==> src/sv/circle_segment_intersection_top_assert.svh <==
// Assertion macros for the circle / segment intersection block.
`ifndef CIRCLE_SEGMENT_INTERSECTION_TOP_ASSERT_SVH
`define CIRCLE_SEGMENT_INTERSECTION_TOP_ASSERT_SVH

// Same-cycle implication, disabled during reset.
`define CSI_ASSERT(label, clk_s, rst_s, ante, cons, msg) \
    label: assert property (@(posedge clk_s) disable iff (!rst_s) (ante) |-> (cons)) \
        else $error(msg);

// Next-cycle implication, disabled during reset.
`define CSI_ASSERT_NEXT(label, clk_s, rst_s, ante, cons, msg) \
    label: assert property (@(posedge clk_s) disable iff (!rst_s) (ante) |=> (cons)) \
        else $error(msg);

`endif

==> src/sv/csi_pkg.sv <==
// Shared constants, types and latency helpers for the circle / segment intersection block.
package csi_pkg;

    localparam int COORD_BITS = 32;
    // Width of one partial-product chunk in the pipelined multipliers.
    localparam int MUL_CHUNK = 32;

    typedef enum logic [1:0] {
        STATUS_OK         = 2'd0,
        STATUS_DEGENERATE = 2'd1,
        STATUS_NO_HIT     = 2'd2
    } status_t;

    // Multiplier latency: magnitude stage, one stage per chunk pair, sign stage.
    function automatic int mul_lat(input int aw, input int bw);
        return ((aw + MUL_CHUNK - 1) / MUL_CHUNK) * ((bw + MUL_CHUNK - 1) / MUL_CHUNK) + 2;
    endfunction

    // Divider latency: abs, offset, qw+1 quotient bits, saturate, sign.
    function automatic int div_lat(input int qw);
        return qw + 5;
    endfunction

    function automatic int imax(input int a, input int b);
        return (a > b) ? a : b;
    endfunction

endpackage

==> src/sv/csi_mul.sv <==
// Pipelined signed multiplier built from one chunk-by-chunk partial product per stage.
module csi_mul #(
    parameter int AW = 33,
    parameter int BW = 33
) (
    input  logic                    clk,
    input  logic                    en,
    input  logic signed [AW-1:0]    a,
    input  logic signed [BW-1:0]    b,
    output logic signed [AW+BW-1:0] p
);

    localparam int CH  = csi_pkg::MUL_CHUNK;
    localparam int NA  = (AW + CH - 1) / CH;
    localparam int NB  = (BW + CH - 1) / CH;
    localparam int NP  = NA * NB;
    localparam int PW  = AW + BW;
    localparam int AXW = NA * CH;
    localparam int BXW = NB * CH;

    logic [AW-1:0]  a_mag;
    logic [BW-1:0]  b_mag;
    logic [AXW-1:0] am_reg  [0:NP];
    logic [BXW-1:0] bm_reg  [0:NP];
    logic           neg_reg [0:NP];
    logic [PW-1:0]  acc_reg [0:NP];
    logic signed [PW-1:0] p_reg;

    // magnitudes and product sign
    assign a_mag = a[AW-1] ? AW'(~a + 1'b1) : AW'(a);
    assign b_mag = b[BW-1] ? BW'(~b + 1'b1) : BW'(b);

    always_ff @(posedge clk)
    begin
        if (en)
        begin
            am_reg[0]  <= AXW'(a_mag);
            bm_reg[0]  <= BXW'(b_mag);
            neg_reg[0] <= a[AW-1] ^ b[BW-1];
            acc_reg[0] <= '0;
        end
    end

    // one chunk pair accumulated per stage
    for (genvar k = 1; k <= NP; k++)
    begin : g_pp
        localparam int IA = (k - 1) / NB;
        localparam int IB = (k - 1) % NB;
        localparam int SH = CH * (IA + IB);

        logic [2*CH-1:0] pp;

        assign pp = am_reg[k-1][IA*CH +: CH] * bm_reg[k-1][IB*CH +: CH];

        always_ff @(posedge clk)
        begin
            if (en)
            begin
                am_reg[k]  <= am_reg[k-1];
                bm_reg[k]  <= bm_reg[k-1];
                neg_reg[k] <= neg_reg[k-1];
                acc_reg[k] <= acc_reg[k-1] + (PW'(pp) << SH);
            end
        end
    end

    // restore sign
    always_ff @(posedge clk)
    begin
        if (en)
        begin
            p_reg <= neg_reg[NP] ? $signed(PW'(~acc_reg[NP] + 1'b1)) : $signed(acc_reg[NP]);
        end
    end

    assign p = p_reg;

endmodule

==> config.mk <==
export PLATFORM = sky130hd
export DESIGN_NAME = csi_mul
export DESIGN_NICKNAME = d
export VERILOG_FILES = /design/src/sv/circle_segment_intersection_top_assert.svh /design/src/sv/csi_pkg.sv /design/src/sv/csi_mul.sv
export SDC_FILE = /design/constraint.sdc
export NUM_CORES = 2
export LEC_CHECK = 0
export ABC_AREA = 1
export ABC_CLOCK_PERIOD_IN_PS = 9220
export BUFFER_PORTS_ARGS = -buffer_cell sky130_fd_sc_hd__buf_2
export CAP_MARGIN = 20
export CORE_MARGIN = 2
export CORE_UTILIZATION = 25
export CTS_BUF_LIST = sky130_fd_sc_hd__clkbuf_8
export DETAILED_ROUTE_END_ITERATION = 8
export GPL_ROUTABILITY_DRIVEN = 0
export GPL_TIMING_DRIVEN = 0
export PLACE_DENSITY = 0.42
export SYNTH_ARGS = -nofsm -noshare
export SYNTH_HDL_FRONTEND = slang
export SYNTH_SLANG_ARGS = --single-unit
==> constraint.sdc <==
create_clock -name clk -period 9.22 [get_ports clk]
set_input_delay 2.766 -clock clk [delete_from_list [all_inputs] [get_ports clk]]
set_output_delay 2.766 -clock clk [all_outputs]
set_load 0.01 [all_outputs]
### Word level (Yosys, flattened, before mapping)

Memory sizes are Yosys's and may differ from the RTL's.
Index checks and enable logic that the tools add are counted.

* memories: 4
* memory bits (writable): 975
* output and inout port bits: 66
* register bits: 66
* logic and storage cells: 25
* bits of input ports: 68

Memory list
* acc_reg: words 5, width 66, rd ports 5, clocked after memory_dff 0, wr ports 5, line csi_mul.sv:26 `logic [PW-1:0] acc_reg [0:NP];`
* am_reg: words 5, width 64, rd ports 4, clocked after memory_dff 0, wr ports 5, line csi_mul.sv:23 `logic [AXW-1:0] am_reg [0:NP];`
* bm_reg: words 5, width 64, rd ports 4, clocked after memory_dff 0, wr ports 5, line csi_mul.sv:24 `logic [BXW-1:0] bm_reg [0:NP];`
* neg_reg: words 5, width 1, rd ports 5, clocked after memory_dff 0, wr ports 5, line csi_mul.sv:25 `logic neg_reg [0:NP];`

* multiply operators: 4
* multiplexer cells: 5
* bitwise gates (word level): 4
* add/sub/neg operators: 7

Operators with widths (count)
* $add 66x66->66: 3
* $mul 32x32->34: 2
* $add 33x1->33 const B: 2
* $add 66x1->66 const B: 1
* $add 66x64->66: 1
* $mux 33: 2
* $mux 66: 1
* $not 33->33: 2
* $not 66->66: 1
* $mul 32x32->64: 1
* $mul 32x32->2: 1
* $mux 1: 2
* $xor 1x1->1: 1

### Longest topological paths before layout

* depth after elaboration: 3
* mapped depth: 30
* gate-level depth less buffers: 29

### Least setup slack after synthesis

Ideal clock, no wire load.

* path kind: reg-to-reg
* start point: memory am_reg[0][10] in the netlist's numbering
* end point: memory acc_reg[0][127] in the netlist's numbering (data pin)
* data required time: 8.968 ns
* cell stages (with the launch flop): 28
* setup time: 0.252 ns
* path buffers: 1
* path slack: 2.957 ns
* arrival: 6.010 ns
* period minus slack after synthesis: 6.263 ns
* cells stage by stage: edfxtp_1 > clkbuf_1 > nand2_1 > inv_1 > fa_1 > inv_1 > fa_1 > inv_1 > fa_1 > inv_1 > fa_1 > inv_1 > fa_1 > fa_1 > fa_1 > inv_1 > fa_1 > inv_1 > ha_1 > nand2_1 > nor2_1 > inv_1 > nor3_2 > nand3_1 > nand2_2 > nand2_1 > nand3_1 > nand2_1

RTL lines (line)
* from (decl): csi_mul.sv:23
* to (decl): csi_mul.sv:26

==> flow_summary.toml <==
[setup_path]
worstSetupStartpointType = "flip-flop"
worstSetupPathType = "flip-flop to flip-flop"
r2r-start = "am_reg[0][23]"
critPathCaptureType = "flip-flop"
critPathArrivalTime_ps = 9350
cp.required_ps = 9640
cp_max_fo = 10
worstSetupStartpoint = "am_reg[0][23]"

[place]
dp_hpwl_mm = 207
dp_cells = 10600
port_buffers = 132

[floorplan]
die_h_um = 495
io_pins = 134
initial_core_util_pct = 25.1
rows = 180
dieArea_sq_um = 245000
die_width_um = 495
core_area_sq_um = 240000

[global_route]
grt_pass1_wl_mm = 347
use_met1_pct = 28.1
grt_use_met2_pct = 30.7
grt_busiest_layer = "met2"
grt_pass1_vias = 47700
grt.met3_usage_pct = 3.44
grt-ovfl-total = 0
antenna_found_initial = 24
grt_util_all_layers_pct = 19.9
grt_start_max_net_pins = 124

[timing]
hold_viol = 0
drv_slew = 0
finalClockSkew_ps = 50.2
final.min_clock_period_ps = 8940
setup_viol = 0
slew_headroom_pct = 13.7
rsz0062_at_grt = "false"
max_freq_ghz = 0.112
worstMarginPinSlew_ps = 1290
fin_crit_sh_pct = 96.9

[detailed_routing]
routedWlPerCell_um = 22.7
detail_route.vias_per_cell = 4.47
wirelength_mm = 245
drc_errors = 0
vias = 48300
firstDrtPassIters = 6
ant_nets = 0
drt_iter0_drc = 5002

[finish]
fillers = 26200
fin_util_pct = 28.0
final_nets = 8857
area_growth_pct = 11.5
largest_register_ff_count = 264
instances_no_fill = 10800
layout-drive-gt1-share_pct = 4.68

[yosys]
synth_area_leader_cell = "fa_1"
synth_cell_types = 39
syn_inst = 7294
yosysWarnings = 0
synth_common_cells = "2192 x nand2_1, 2014 x inv_1, 900 x fa_1"
ys_ff_latch = 503
dominantRegCellSynth = "edfxtp_1"
synth_nets = 8603
syn_avg_cell_area_sq_um = 8.26
synth_most_common_cell = "nand2_1"
synth_top_area_share_pct = 29.9
syn-cell-area_sq_um = 60300
async_flop_share_pct = 0
synth_edf_count = 503
synth.yosys.seq_area_share_pct = 25.1
synth_area_leaders = "fa_1 30%, edfxtp_1 25%, nand2_1 14%, inv_1 13%, ha_1 7.1%"

[clock_network]
cts_max_path_buffers = 3
numCtsBuffers = 82
post_cts_buffers = 0
insertion_delay_ps = 750
cts_hold_buf = 0
path_clk_slew_ps = 60
cts_tree = "yes"
ctsResizeCount = 0
cts_num_sinks = 503
clock-root-buffer = "clkbuf_8"
htree_levels = 3

[hold_path]
hp-class = "flip-flop to flip-flop"
hold_start = "acc_reg[0][210]"

[run]
drv_cap = 0

[run_status]
status = "complete, no violations"
## per-stage QoR
step	hold WS (ps)	setup TNS, ps	setup WS [ps]	instance area, sq um
detailed placement	405	0	378	65500
global placement	401	-1165770	-2460	64900
finish	395	0	284	67200
floorplan	400	0	2960	60300
CTS	398	0	338	67100
global route	414	0	161	67200
## per-layer routing
| metal | up-vias | share of wire [%] | routed length, um |
|---|---|---|---|
| li1 | 21800 | - | - |
| met1 | 24100 | 44 | 108000 |
| met2 | 2058 | 44 | 108000 |
| met3 | 307 | 8.2 | 20000 |
| met4 | 4 | 3.7 | 8960 |
| met5 | - | 0.011 | 27 |
## worst paths after layout
check / to / slack [ps] / cells past startpoint
worst min register to register: acc_reg[0][276] / 390 / 0
worst min-delay path: acc_reg[0][276] / 390 / 0
worst max register to register: acc_reg[0][100] / 280 / 23
worst max-delay path: acc_reg[0][100] / 280 / 23
## cells in the final DEF (no fill, tap or decap), types with 7 or more instances in the layout
cell type / Yosys / layout
nor2_1: 346 / 346
nand4_1: 55 / 55
nand3_2: 13 / 13
o21a_1: 10 / 10
xor2_1: 148 / 148
nand3b_1: 8 / 8
fa_1: 900 / 900
xnor2_1: 24 / 24
o21ai_0: 83 / 83
nor3_2: 9 / 9
clkinv_1: 2 / 22
nor2_2: 18 / 18
nand2_1: 2192 / 2192
nand3_1: 174 / 174
nand2_2: 12 / 12
ha_1: 341 / 341
nor4_1: 8 / 8
buf_8: 0 / 27
a21oi_1: 139 / 139
nor3_1: 31 / 31
o21ai_1: 8 / 8
inv_1: 2014 / 2035
edfxtp_1: 503 / 503
buf_2: 6 / 137
o21bai_1: 9 / 9
clkbuf_1: 207 / 207
buf_16: 0 / 9
clkbuf_8: 0 / 82
nor2_4: 7 / 7
## kinds of logic (layout without fill, tap and decap cells)
| kind of cell | Yosys count | in the layout | share of synthesized area, % |
|---|---|---|---|
| buffers and inverters | 2236 | 2551 | 13.9 |
| AOI/OAI and AO/OA | 261 | 261 | 2.34 |
| and+or+nand+nor | 2881 | 2881 | 19.2 |
| other | 0 | 5 | 0 |
| xor gates and xnor gates | 172 | 172 | 2.50 |
| DFF | 503 | 503 | 25.1 |
| adders and majority gates | 1241 | 1241 | 37.0 |
## worst max-delay path, stage by stage, from the launching register on
cell,delay (ps)
edfxtp_1,1050
clkbuf_1,810
nand2_1,170
fa_1,530
fa_1,780
fa_1,480
fa_1,560
inv_1,70
fa_1,570
fa_1,430
fa_1,600
inv_1,80
fa_1,480
inv_1,40
ha_1,350
nand2_1,160
nor2_1,220
nand2_1,120
inv_1,120
nand2_1,90
inv_1,50
nand2_1,50
nand2_1,160
xor2_1,610
## layout make-up
type / instances / area [sq um] / share of cell area [%]
buffer: 214 / 811 / 1.21
multi-input combinational: 4555 / 36800 / 54.7
tap: 3185 / 3990 / 5.93
sequential: 503 / 15100 / 22.5
clock buffer: 82 / 1130 / 1.68
inverter: 2022 / 7590 / 11.3
antenna: 5 / 12.5 / 0.0186
timing repair buffer: 170 / 1340 / 2.00
clock inverter: 63 / 454 / 0.676
Power is left out: the tool's default activity adds up to more than one toggle a clock period on the data nets, which glitch-free logic cannot reach.
